[config.mk]
export PLATFORM = sky130hd
export DESIGN_NAME = cartridge_bank_mapper_flat
export DESIGN_NICKNAME = d
export VERILOG_FILES = /design/src/rtl/cbm_pkg.sv /design/src/rtl/cbm_if.sv /design/src/rtl/cbm_regs.sv /design/src/rtl/cbm_translate.sv /design/src/rtl/cartridge_bank_mapper.sv /design/src/flat_wrapper.sv
export SDC_FILE = /design/constraint.sdc
export NUM_CORES = 1
export LEC_CHECK = 0
export BUFFER_PORTS_ARGS = -buffer_cell sky130_fd_sc_hd__buf_2
export CORE_AREA = 2 2 114 83
export DETAILED_ROUTE_END_ITERATION = 7
export DIE_AREA = 0 0 116 85
export GPL_TIMING_DRIVEN = 0
export HOLD_SLACK_MARGIN = 0.02
export PLACE_DENSITY = 0.69
export SYNTH_ARGS = -nofsm -noshare
export SYNTH_HDL_FRONTEND = slang
export SYNTH_SLANG_ARGS = --single-unit
[constraint.sdc]
create_clock -name clock -period 6.9 [get_ports clock]
set_input_delay 1.38 -clock clock [delete_from_list [all_inputs] [get_ports clock]]
set_output_delay 1.38 -clock clock [all_outputs]
set_load 0.02 [all_outputs]
[src/rtl/cbm_pkg.sv]
package cbm_pkg;

   localparam int ROM_BANKS_DEFAULT = 128;
   localparam int RAM_BANKS_DEFAULT = 16;

   localparam int ADDR_W      = 16;
   localparam int DATA_W      = 8;
   localparam int TARGET_W    = 2;
   localparam int ROM_ADDR_W  = 21;
   localparam int RAM_ADDR_W  = 15;
   localparam int CSR_INDEX_W = 2;
   localparam int CSR_DATA_W  = 8;

   localparam logic [CSR_INDEX_W-1:0] CSR_CART_KIND = 2'd0;
   localparam logic [CSR_INDEX_W-1:0] CSR_ROM_BANKS = 2'd1;
   localparam logic [CSR_INDEX_W-1:0] CSR_RAM_BANKS = 2'd2;

   localparam logic [TARGET_W-1:0] TARGET_OPEN = 2'd0;
   localparam logic [TARGET_W-1:0] TARGET_ROM  = 2'd1;
   localparam logic [TARGET_W-1:0] TARGET_RAM  = 2'd2;

   localparam logic KIND_READ  = 1'b0;
   localparam logic KIND_WRITE = 1'b1;

   localparam logic CART_PLAIN  = 1'b0;
   localparam logic CART_BANKED = 1'b1;

   localparam logic [3:0] RAM_ENABLE_KEY = 4'hA;

   typedef struct packed {
      logic       cart_kind;
      logic [7:0] rom_bank_count;
      logic [4:0] ram_bank_count;
      logic [4:0] low_bank;
      logic [1:0] high_bank;
      logic       banking_mode;
      logic       ram_enabled;
   } cbm_state_type;

   typedef struct packed {
      logic       ram_enable_we;
      logic       ram_enable_val;
      logic       low_bank_we;
      logic [4:0] low_bank_val;
      logic       high_bank_we;
      logic [1:0] high_bank_val;
      logic       mode_we;
      logic       mode_val;
   } cbm_update_type;

   typedef struct packed {
      logic [TARGET_W-1:0]   target;
      logic [ROM_ADDR_W-1:0] rom_address;
      logic [RAM_ADDR_W-1:0] ram_address;
      logic                  ram_write;
      logic [DATA_W-1:0]     write_data;
   } cbm_result_type;

endpackage

[src/rtl/cbm_if.sv]
interface cbm_req_if;
   import cbm_pkg::*;

   logic              valid;
   logic              ready;
   logic              kind;
   logic [ADDR_W-1:0] address;
   logic [DATA_W-1:0] data;

   modport source (output valid, output kind, output address, output data, input ready);
   modport sink   (input valid, input kind, input address, input data, output ready);
endinterface

interface cbm_rsp_if;
   import cbm_pkg::*;

   logic                  valid;
   logic                  ready;
   logic [TARGET_W-1:0]   target;
   logic [ROM_ADDR_W-1:0] rom_address;
   logic [RAM_ADDR_W-1:0] ram_address;
   logic                  ram_write;
   logic [DATA_W-1:0]     write_data;

   modport source (output valid, output target, output rom_address, output ram_address,
                   output ram_write, output write_data, input ready);
   modport sink   (input valid, input target, input rom_address, input ram_address,
                   input ram_write, input write_data, output ready);
endinterface

[src/rtl/cbm_regs.sv]
module cbm_regs (
   input  logic                               clock,
   input  logic                               reset,
   input  logic                               csr_write,
   input  logic [cbm_pkg::CSR_INDEX_W-1:0]    csr_index,
   input  logic [cbm_pkg::CSR_DATA_W-1:0]     csr_data,
   input  logic                               update_fire,
   input  cbm_pkg::cbm_update_type            update,
   output cbm_pkg::cbm_state_type             state
);
   import cbm_pkg::*;

   cbm_state_type state_ff, state_in;

   always_comb begin
      state_in = state_ff;
      if (csr_write) begin
         unique case (csr_index)
            CSR_CART_KIND: state_in.cart_kind      = csr_data[0];
            CSR_ROM_BANKS: state_in.rom_bank_count = csr_data;
            CSR_RAM_BANKS: state_in.ram_bank_count = csr_data[4:0];
            default: ;
         endcase
      end
      if (update_fire) begin
         if (update.ram_enable_we) state_in.ram_enabled  = update.ram_enable_val;
         if (update.low_bank_we)   state_in.low_bank     = update.low_bank_val;
         if (update.high_bank_we)  state_in.high_bank    = update.high_bank_val;
         if (update.mode_we)       state_in.banking_mode = update.mode_val;
      end
   end

   always_ff @(posedge clock) begin
      if (reset) begin
         state_ff.cart_kind      <= CART_BANKED;
         state_ff.rom_bank_count <= 8'd2;
         state_ff.ram_bank_count <= 5'd0;
         state_ff.low_bank       <= 5'd1;
         state_ff.high_bank      <= 2'd0;
         state_ff.banking_mode   <= 1'b0;
         state_ff.ram_enabled    <= 1'b0;
      end else begin
         state_ff <= state_in;
      end
   end

   assign state = state_ff;
endmodule

[src/rtl/cbm_translate.sv]
module cbm_translate #(
   parameter int MAX_ROM_BANKS = cbm_pkg::ROM_BANKS_DEFAULT,
   parameter int MAX_RAM_BANKS = cbm_pkg::RAM_BANKS_DEFAULT
) (
   input  logic                          kind,
   input  logic [cbm_pkg::ADDR_W-1:0]    address,
   input  logic [cbm_pkg::DATA_W-1:0]    data,
   input  cbm_pkg::cbm_state_type        state,
   output cbm_pkg::cbm_update_type       update,
   output cbm_pkg::cbm_result_type       result
);
   import cbm_pkg::*;

   localparam logic [7:0] ROM_MAX = 8'(MAX_ROM_BANKS);
   localparam logic [4:0] RAM_MAX = 5'(MAX_RAM_BANKS);

   logic       banked;
   logic [7:0] rom_eff;
   logic [6:0] rom_mask;
   logic [4:0] ram_eff;
   logic [1:0] ram_bank_sel;
   logic [1:0] ram_bank;
   logic       ram_hit;
   logic       in_ram;
   logic [6:0] lo_bank;
   logic [6:0] hi_bank;
   logic [4:0] low_fixed;
   logic [6:0] rom_bank;

   always_comb begin
      banked = (state.cart_kind == CART_BANKED);
      in_ram = (address[15:13] == 3'b101);

      if (state.rom_bank_count < 8'd2)        rom_eff = 8'd2;
      else if (state.rom_bank_count > ROM_MAX) rom_eff = ROM_MAX;
      else                                     rom_eff = state.rom_bank_count;
      rom_mask = 7'(rom_eff - 8'd1);

      ram_eff = (state.ram_bank_count > RAM_MAX) ? RAM_MAX : state.ram_bank_count;

      // ram bank: high bank in mode 1 on a banked cartridge, else bank 0
      ram_bank_sel = (banked && kind == KIND_READ && state.banking_mode) ||
                     (banked && kind == KIND_WRITE && state.banking_mode) ?
                     state.high_bank : 2'd0;
      ram_bank = ram_bank_sel & 2'(ram_eff - 5'd1);
      ram_hit  = (ram_eff != 5'd0) && ({3'd0, ram_bank} < ram_eff);

      // zero bank promotion on the switchable window
      low_fixed = (state.low_bank == 5'd0) ? 5'd1 : state.low_bank;
      lo_bank = (banked && state.banking_mode) ? {state.high_bank, 5'd0} : 7'd0;
      hi_bank = banked ? {state.high_bank, low_fixed} : 7'd1;
      rom_bank = (address[15:14] == 2'b00) ? lo_bank : hi_bank;

      result = '0;
      update = '0;

      if (kind == KIND_READ) begin
         if (address[15] == 1'b0) begin
            result.target      = TARGET_ROM;
            result.rom_address = {rom_bank & rom_mask, address[13:0]};
         end else if (in_ram && banked && state.ram_enabled && ram_hit) begin
            result.target      = TARGET_RAM;
            result.ram_address = {ram_bank, address[12:0]};
         end
      end else if (banked) begin
         if (address[15] == 1'b0) begin
            unique case (address[14:13])
               2'b00: begin
                  update.ram_enable_we  = 1'b1;
                  update.ram_enable_val = (data[3:0] == RAM_ENABLE_KEY);
               end
               2'b01: begin
                  update.low_bank_we  = 1'b1;
                  update.low_bank_val = (data[4:0] == 5'd0) ? 5'd1 : data[4:0];
               end
               2'b10: begin
                  update.high_bank_we  = 1'b1;
                  update.high_bank_val = data[1:0];
               end
               2'b11: begin
                  update.mode_we  = 1'b1;
                  update.mode_val = data[0];
               end
            endcase
         end else if (in_ram && state.ram_enabled && ram_hit) begin
            result.ram_write   = 1'b1;
            result.ram_address = {ram_bank, address[12:0]};
            result.write_data  = data;
         end
      end else if (in_ram && ram_hit) begin
         result.ram_write   = 1'b1;
         result.ram_address = {ram_bank, address[12:0]};
         result.write_data  = data;
      end
   end
endmodule

[src/rtl/cartridge_bank_mapper.sv]
// Bank controller address translation for a banked game cartridge. Each request is one
// bus access (read or write, 16-bit address, data byte) and gives exactly one response:
// the read source (open bus, ROM or RAM) with the translated ROM or RAM byte address,
// or a RAM write strobe with its data. On a banked cartridge, writes below 0x8000 load
// the bank registers and affect every later request. A request is held in an input
// register, translated by masking and concatenation, and stored in an output register;
// throughput is one request per cycle while the response side keeps up. Configuration
// is written through the csr_ port only while no request is in flight; the user must
// ensure this, as the block does not enforce it. The ROM and RAM arrays sit outside it.
module cartridge_bank_mapper #(
   parameter int MAX_ROM_BANKS = cbm_pkg::ROM_BANKS_DEFAULT,
   parameter int MAX_RAM_BANKS = cbm_pkg::RAM_BANKS_DEFAULT
) (
   input  logic                            clock,
   input  logic                            reset,
   cbm_req_if.sink                         req_bus,
   cbm_rsp_if.source                       rsp_bus,
   input  logic                            csr_write,
   input  logic [cbm_pkg::CSR_INDEX_W-1:0] csr_index,
   input  logic [cbm_pkg::CSR_DATA_W-1:0]  csr_data
);
   import cbm_pkg::*;

   logic              s1_valid_ff, s1_valid_in;
   logic              s1_kind_ff;
   logic [ADDR_W-1:0] s1_address_ff;
   logic [DATA_W-1:0] s1_data_ff;
   logic              out_valid_ff, out_valid_in;
   cbm_result_type    out_result_ff;

   logic           advance;
   logic           req_fire;
   cbm_state_type  state;
   cbm_update_type update;
   cbm_result_type result;

   assign advance       = s1_valid_ff && (!out_valid_ff || rsp_bus.ready);
   assign req_bus.ready = !s1_valid_ff || advance;
   assign req_fire      = req_bus.valid && req_bus.ready;
   assign s1_valid_in   = req_fire || (s1_valid_ff && !advance);
   assign out_valid_in  = advance || (out_valid_ff && !rsp_bus.ready);

   always_ff @(posedge clock) begin
      if (reset) begin
         s1_valid_ff  <= 1'b0;
         out_valid_ff <= 1'b0;
      end else begin
         s1_valid_ff  <= s1_valid_in;
         out_valid_ff <= out_valid_in;
      end
   end

   always_ff @(posedge clock) begin
      if (req_fire) begin
         s1_kind_ff    <= req_bus.kind;
         s1_address_ff <= req_bus.address;
         s1_data_ff    <= req_bus.data;
      end
      if (advance) begin
         out_result_ff <= result;
      end
   end

   cbm_regs u_regs (
      .clock       (clock),
      .reset       (reset),
      .csr_write   (csr_write),
      .csr_index   (csr_index),
      .csr_data    (csr_data),
      .update_fire (advance),
      .update      (update),
      .state       (state)
   );

   cbm_translate #(
      .MAX_ROM_BANKS (MAX_ROM_BANKS),
      .MAX_RAM_BANKS (MAX_RAM_BANKS)
   ) u_translate (
      .kind    (s1_kind_ff),
      .address (s1_address_ff),
      .data    (s1_data_ff),
      .state   (state),
      .update  (update),
      .result  (result)
   );

   assign rsp_bus.valid       = out_valid_ff;
   assign rsp_bus.target      = out_result_ff.target;
   assign rsp_bus.rom_address = out_result_ff.rom_address;
   assign rsp_bus.ram_address = out_result_ff.ram_address;
   assign rsp_bus.ram_write   = out_result_ff.ram_write;
   assign rsp_bus.write_data  = out_result_ff.write_data;
endmodule
[src/flat_wrapper.sv]
// flat-port wrapper written by rule: the top's interface ports become plain ports
module cartridge_bank_mapper_flat import cbm_pkg::*;
#(
   parameter int MAX_ROM_BANKS = cbm_pkg::ROM_BANKS_DEFAULT,
   parameter int MAX_RAM_BANKS = cbm_pkg::RAM_BANKS_DEFAULT
)
  (clock, reset, csr_write, csr_index, csr_data, req_bus_valid, req_bus_kind, req_bus_address, req_bus_data, req_bus_ready, rsp_bus_valid, rsp_bus_target, rsp_bus_rom_address, rsp_bus_ram_address, rsp_bus_ram_write, rsp_bus_write_data, rsp_bus_ready);
  cbm_req_if req_bus_i ();
  cbm_rsp_if rsp_bus_i ();
  input  logic clock;
  input  logic reset;
  input  logic csr_write;
  input  logic [cbm_pkg::CSR_INDEX_W-1:0] csr_index;
  input  logic [cbm_pkg::CSR_DATA_W-1:0] csr_data;
  input wire logic [$bits(req_bus_i.valid)-1:0] req_bus_valid;
  input wire logic [$bits(req_bus_i.kind)-1:0] req_bus_kind;
  input wire logic [$bits(req_bus_i.address)-1:0] req_bus_address;
  input wire logic [$bits(req_bus_i.data)-1:0] req_bus_data;
  output wire logic [$bits(req_bus_i.ready)-1:0] req_bus_ready;
  output wire logic [$bits(rsp_bus_i.valid)-1:0] rsp_bus_valid;
  output wire logic [$bits(rsp_bus_i.target)-1:0] rsp_bus_target;
  output wire logic [$bits(rsp_bus_i.rom_address)-1:0] rsp_bus_rom_address;
  output wire logic [$bits(rsp_bus_i.ram_address)-1:0] rsp_bus_ram_address;
  output wire logic [$bits(rsp_bus_i.ram_write)-1:0] rsp_bus_ram_write;
  output wire logic [$bits(rsp_bus_i.write_data)-1:0] rsp_bus_write_data;
  input wire logic [$bits(rsp_bus_i.ready)-1:0] rsp_bus_ready;
  assign req_bus_i.valid = req_bus_valid;
  assign req_bus_i.kind = req_bus_kind;
  assign req_bus_i.address = req_bus_address;
  assign req_bus_i.data = req_bus_data;
  assign req_bus_ready = req_bus_i.ready;
  assign rsp_bus_valid = rsp_bus_i.valid;
  assign rsp_bus_target = rsp_bus_i.target;
  assign rsp_bus_rom_address = rsp_bus_i.rom_address;
  assign rsp_bus_ram_address = rsp_bus_i.ram_address;
  assign rsp_bus_ram_write = rsp_bus_i.ram_write;
  assign rsp_bus_write_data = rsp_bus_i.write_data;
  assign rsp_bus_i.ready = rsp_bus_ready;
  cartridge_bank_mapper #(.MAX_ROM_BANKS(MAX_ROM_BANKS), .MAX_RAM_BANKS(MAX_RAM_BANKS)) u_core (.clock(clock), .reset(reset), .req_bus(req_bus_i), .rsp_bus(rsp_bus_i), .csr_write(csr_write), .csr_index(csr_index), .csr_data(csr_data));
endmodule
==> impl_metrics.tcl <==
set metrics [dict create \
    first_pass_grt_wire_length_mm 11.9 \
    cts_setup_buffers 0 \
    synth_commonest_cells "72 x sky130_fd_sc_hd__edfxtp_1, 28 x sky130_fd_sc_hd__nor2_1, 25 x sky130_fd_sc_hd__dfxtp_1, 20 x sky130_fd_sc_hd__and3_1, 19 x sky130_fd_sc_hd__mux2i_1" \
    setup_viol 0 \
    yosys_register_bits 97 \
    maxSlewHeadroom_pct 22.4 \
    die_x_um 116 \
    static-leakage-power_nw 1.93 \
    ys_types 41 \
    yosysMostFrequentCell "sky130_fd_sc_hd__edfxtp_1" \
    min-delay-path-class "flip-flop to flip-flop" \
    wire_per_inst_um 15.1 \
    antenna_left 0 \
    routed_wl_mm 7.63 \
    cts_made_buffers 9 \
    grt_util_met3_pct 4.07 \
    clockBufferDepth 2 \
    total_congestion_overflow_after_global_routing 0 \
    holdBufCountCts 0 \
    clock-sinks 97 \
    die_area_sq_um 9860 \
    yosys_most_used_dff "sky130_fd_sc_hd__edfxtp_1" \
    finalNetCount 417 \
    route.vias.total 2481 \
    syn_avg_cell_area_sq_um 13.9 \
    core_sq_um 8780 \
    internal_power_w 0.000939 \
    antenna_violations_before_repair 0 \
    grt_setup_unrepaired "false" \
    portBuffers 87 \
    ctsHtreeMaxLevel 3 \
    cts.reportedPaths.clkPinSlew_ps 60 \
    die_h_um 85 \
    finalClockSkew_ps 4.52 \
    via_per_inst 4.92 \
    total_switching_power_w 0.000293 \
    share_seq_of_total_power_pct 53.9 \
    dpl_worst_slack_ps 3250 \
    vdd_ir_drop_max_uv 128 \
    critical_path.endpoint_type "output pin" \
    maxSlewViolCount 0 \
    dr_iter_0_viols 195 \
    synth.yosys.seq_area_share_pct 69.4 \
    synthDominantAreaCellType "sky130_fd_sc_hd__edfxtp_1" \
    insertion_delay_ps 330 \
    maximum_number_of_pins_on_one_net_before_global_route_repair 37 \
    clockPowerShare_pct 38.3 \
    area.sequential_sq_um 2660 \
    start_kind "input pin" \
    synth_area_sq_um 3830 \
    share_of_layout_cells_above_drive_strength_1_pct 30.8 \
    drc_errors 0 \
    areaGrowthSynthToFinish_pct 23.7 \
    crit_fanout 8 \
    boundaryPins 89 \
    synth_nets 318 \
    number_of_enable_type_register_cells_in_the_synthesized_netlist 72 \
    cts.repair.resized 0 \
    maxClockFrequency_mhz 273 \
    place_congestion 0.779 \
    dp_hpwl_mm 5.52 \
    floorplan.initialDensity_pct 43.7 \
    grt-busiest-layer "met2" \
    gr-usage-met2_pct 24.8 \
    placement_rows 29 \
    postLayoutSetupSlackWorst_ps 3230 \
    cp_data_arrival_time_ps 2290 \
    async_flop_share_pct 0 \
    first_global_vias 2313 \
    criticalPathCategory "input pin to output pin" \
    tritoncts "yes" \
    grt_usage_pct 16.3 \
    layout.filler_cells 766 \
    critical_path_rt_ps 5520 \
    power_frac_comb_pct 7.8 \
    netlist_top_cells_area "sky130_fd_sc_hd__edfxtp_1 56%, sky130_fd_sc_hd__dfxtp_1 13%, sky130_fd_sc_hd__mux2i_1 5.0%, sky130_fd_sc_hd__and3_1 3.3%, sky130_fd_sc_hd__and2_1 2.8%" \
    min_period_over_period_pct 53.1 \
    share_of_the_synthesized_area_in_the_top_cell_type_pct 56.4 \
    fin_crit_ps 3670 \
    met1_track_demand_over_resource_pct 22.6 \
    antenna-diode-count 0 \
    cts.root.buffer_cell "sky130_fd_sc_hd__clkbuf_16" \
    multi_input_comb_area_sq_um 1100 \
    status "complete, no violations" \
    netlist_instances 276 \
    final_hold_viol_count 0 \
    holdWs_ps 515 \
    finalSetupTns_ps 0 \
    drt_first_pass_iters 5 \
    worst_pin_slew_ps 1160 \
    power_w 0.00123 \
    synth.yosys.warnings 0 \
    power.density_nw_per_um2 260 \
    power_switching_share_pct 23.8 \
    max_capacitance_violation_count 0 \
]
## per-stage QoR
step	area (sq um)	util (%)	cells
after floorplan	3830	-	276
final	4740	54.0	504
after CTS	4740	54.0	504
after global placement	4430	50.4	487
after global routing	4740	54.0	504
after detailed placement	4450	50.7	488
## worst paths after layout
kind                     startpoint                 endpoint  slack (ps)  cells after the start
max                   rsp_bus_ready            req_bus_ready        3230                      5
min          u_core.u_regs.state[4]   u_core.u_regs.state[4]         510                      2
max reg2reg    u_core.rsp_bus.valid  u_core.s1_address_ff[2]        4770                      4
min reg2reg  u_core.u_regs.state[4]   u_core.u_regs.state[4]         510                      2
## logic make-up after synthesis
group           count (synthesis)  synth area share [%]
xor+xnor                        1                 0.228
fa+ha+maj                       2                 0.652
compound gates                 23                  4.89
simple gates                  117                  17.7
buf+inv                        17                  2.09
flops                          97                  69.4
mux                            19                  4.96
## per-layer routing
layer,vias to the layer above,wire length [um]
li1,1228,-
met1,1173,3600
met2,74,3530
met3,6,405
met4,0,100
met5,-,0
## flip-flops by register name, indices dropped and copies added (netlist names)
| signal | flops |
|---|---|
| u_core.rsp_bus.ram_address | 15 |
| u_core.rsp_bus.ram_write | 1 |
| u_core.rsp_bus.rom_address | 21 |
| u_core.rsp_bus.target | 2 |
| u_core.rsp_bus.valid | 1 |
| u_core.rsp_bus.write_data | 8 |
| u_core.s1_address_ff | 16 |
| u_core.s1_data_ff | 8 |
| u_core.s1_kind_ff | 1 |
| u_core.s1_valid_ff | 1 |
| u_core.u_regs.state | 23 |
## power groups by stage
stage	Sequential (W)	Combinational [W]	Clock, W
6_report	0.000664	0.0000962	0.000472
4_1_cts	0.000664	0.0000970	0.000486
3_3_place_gp	0.000678	0.0000927	0
5_1_grt	0.000666	0.000105	0.000509
2_1_floorplan	0.000693	0.0000408	0
3_5_place_dp	0.000677	0.0000967	0
## layout by cell type, fill, tap and decap left out, types with 4 or more instances in the layout
| master | Yosys | final |
|---|---|---|
| sky130_fd_sc_hd__a21oi_1 | 7 | 7 |
| sky130_fd_sc_hd__and2_1 | 17 | 17 |
| sky130_fd_sc_hd__and3_1 | 20 | 20 |
| sky130_fd_sc_hd__buf_2 | 1 | 88 |
| sky130_fd_sc_hd__clkbuf_1 | 10 | 10 |
| sky130_fd_sc_hd__clkbuf_16 | 0 | 9 |
| sky130_fd_sc_hd__dfxtp_1 | 25 | 25 |
| sky130_fd_sc_hd__edfxtp_1 | 72 | 72 |
| sky130_fd_sc_hd__mux2i_1 | 19 | 19 |
| sky130_fd_sc_hd__nand2_1 | 10 | 10 |
| sky130_fd_sc_hd__nand2b_1 | 4 | 4 |
| sky130_fd_sc_hd__nand3b_1 | 6 | 6 |
| sky130_fd_sc_hd__nor2_1 | 28 | 28 |
| sky130_fd_sc_hd__nor3_1 | 5 | 5 |
| sky130_fd_sc_hd__o21ai_0 | 6 | 6 |
## final cells by class
cell class	instances	area share (%)
plain buffers	13	1.37
flip-flops and latches	97	56.1
clock inverters	7	1.35
inverters	4	0.317
multi-input cells	162	23.2
repair buffers	88	9.60
clock buffers	9	4.75
well taps	124	3.27
## critical path, cell delays in order
cell	delay (ps)
sky130_fd_sc_hd__buf_2	90
sky130_fd_sc_hd__nor2b_1	90
sky130_fd_sc_hd__clkbuf_1	420
sky130_fd_sc_hd__nand2_1	130
sky130_fd_sc_hd__buf_2	180
Note: power is estimated with default switching activity, not from simulation.
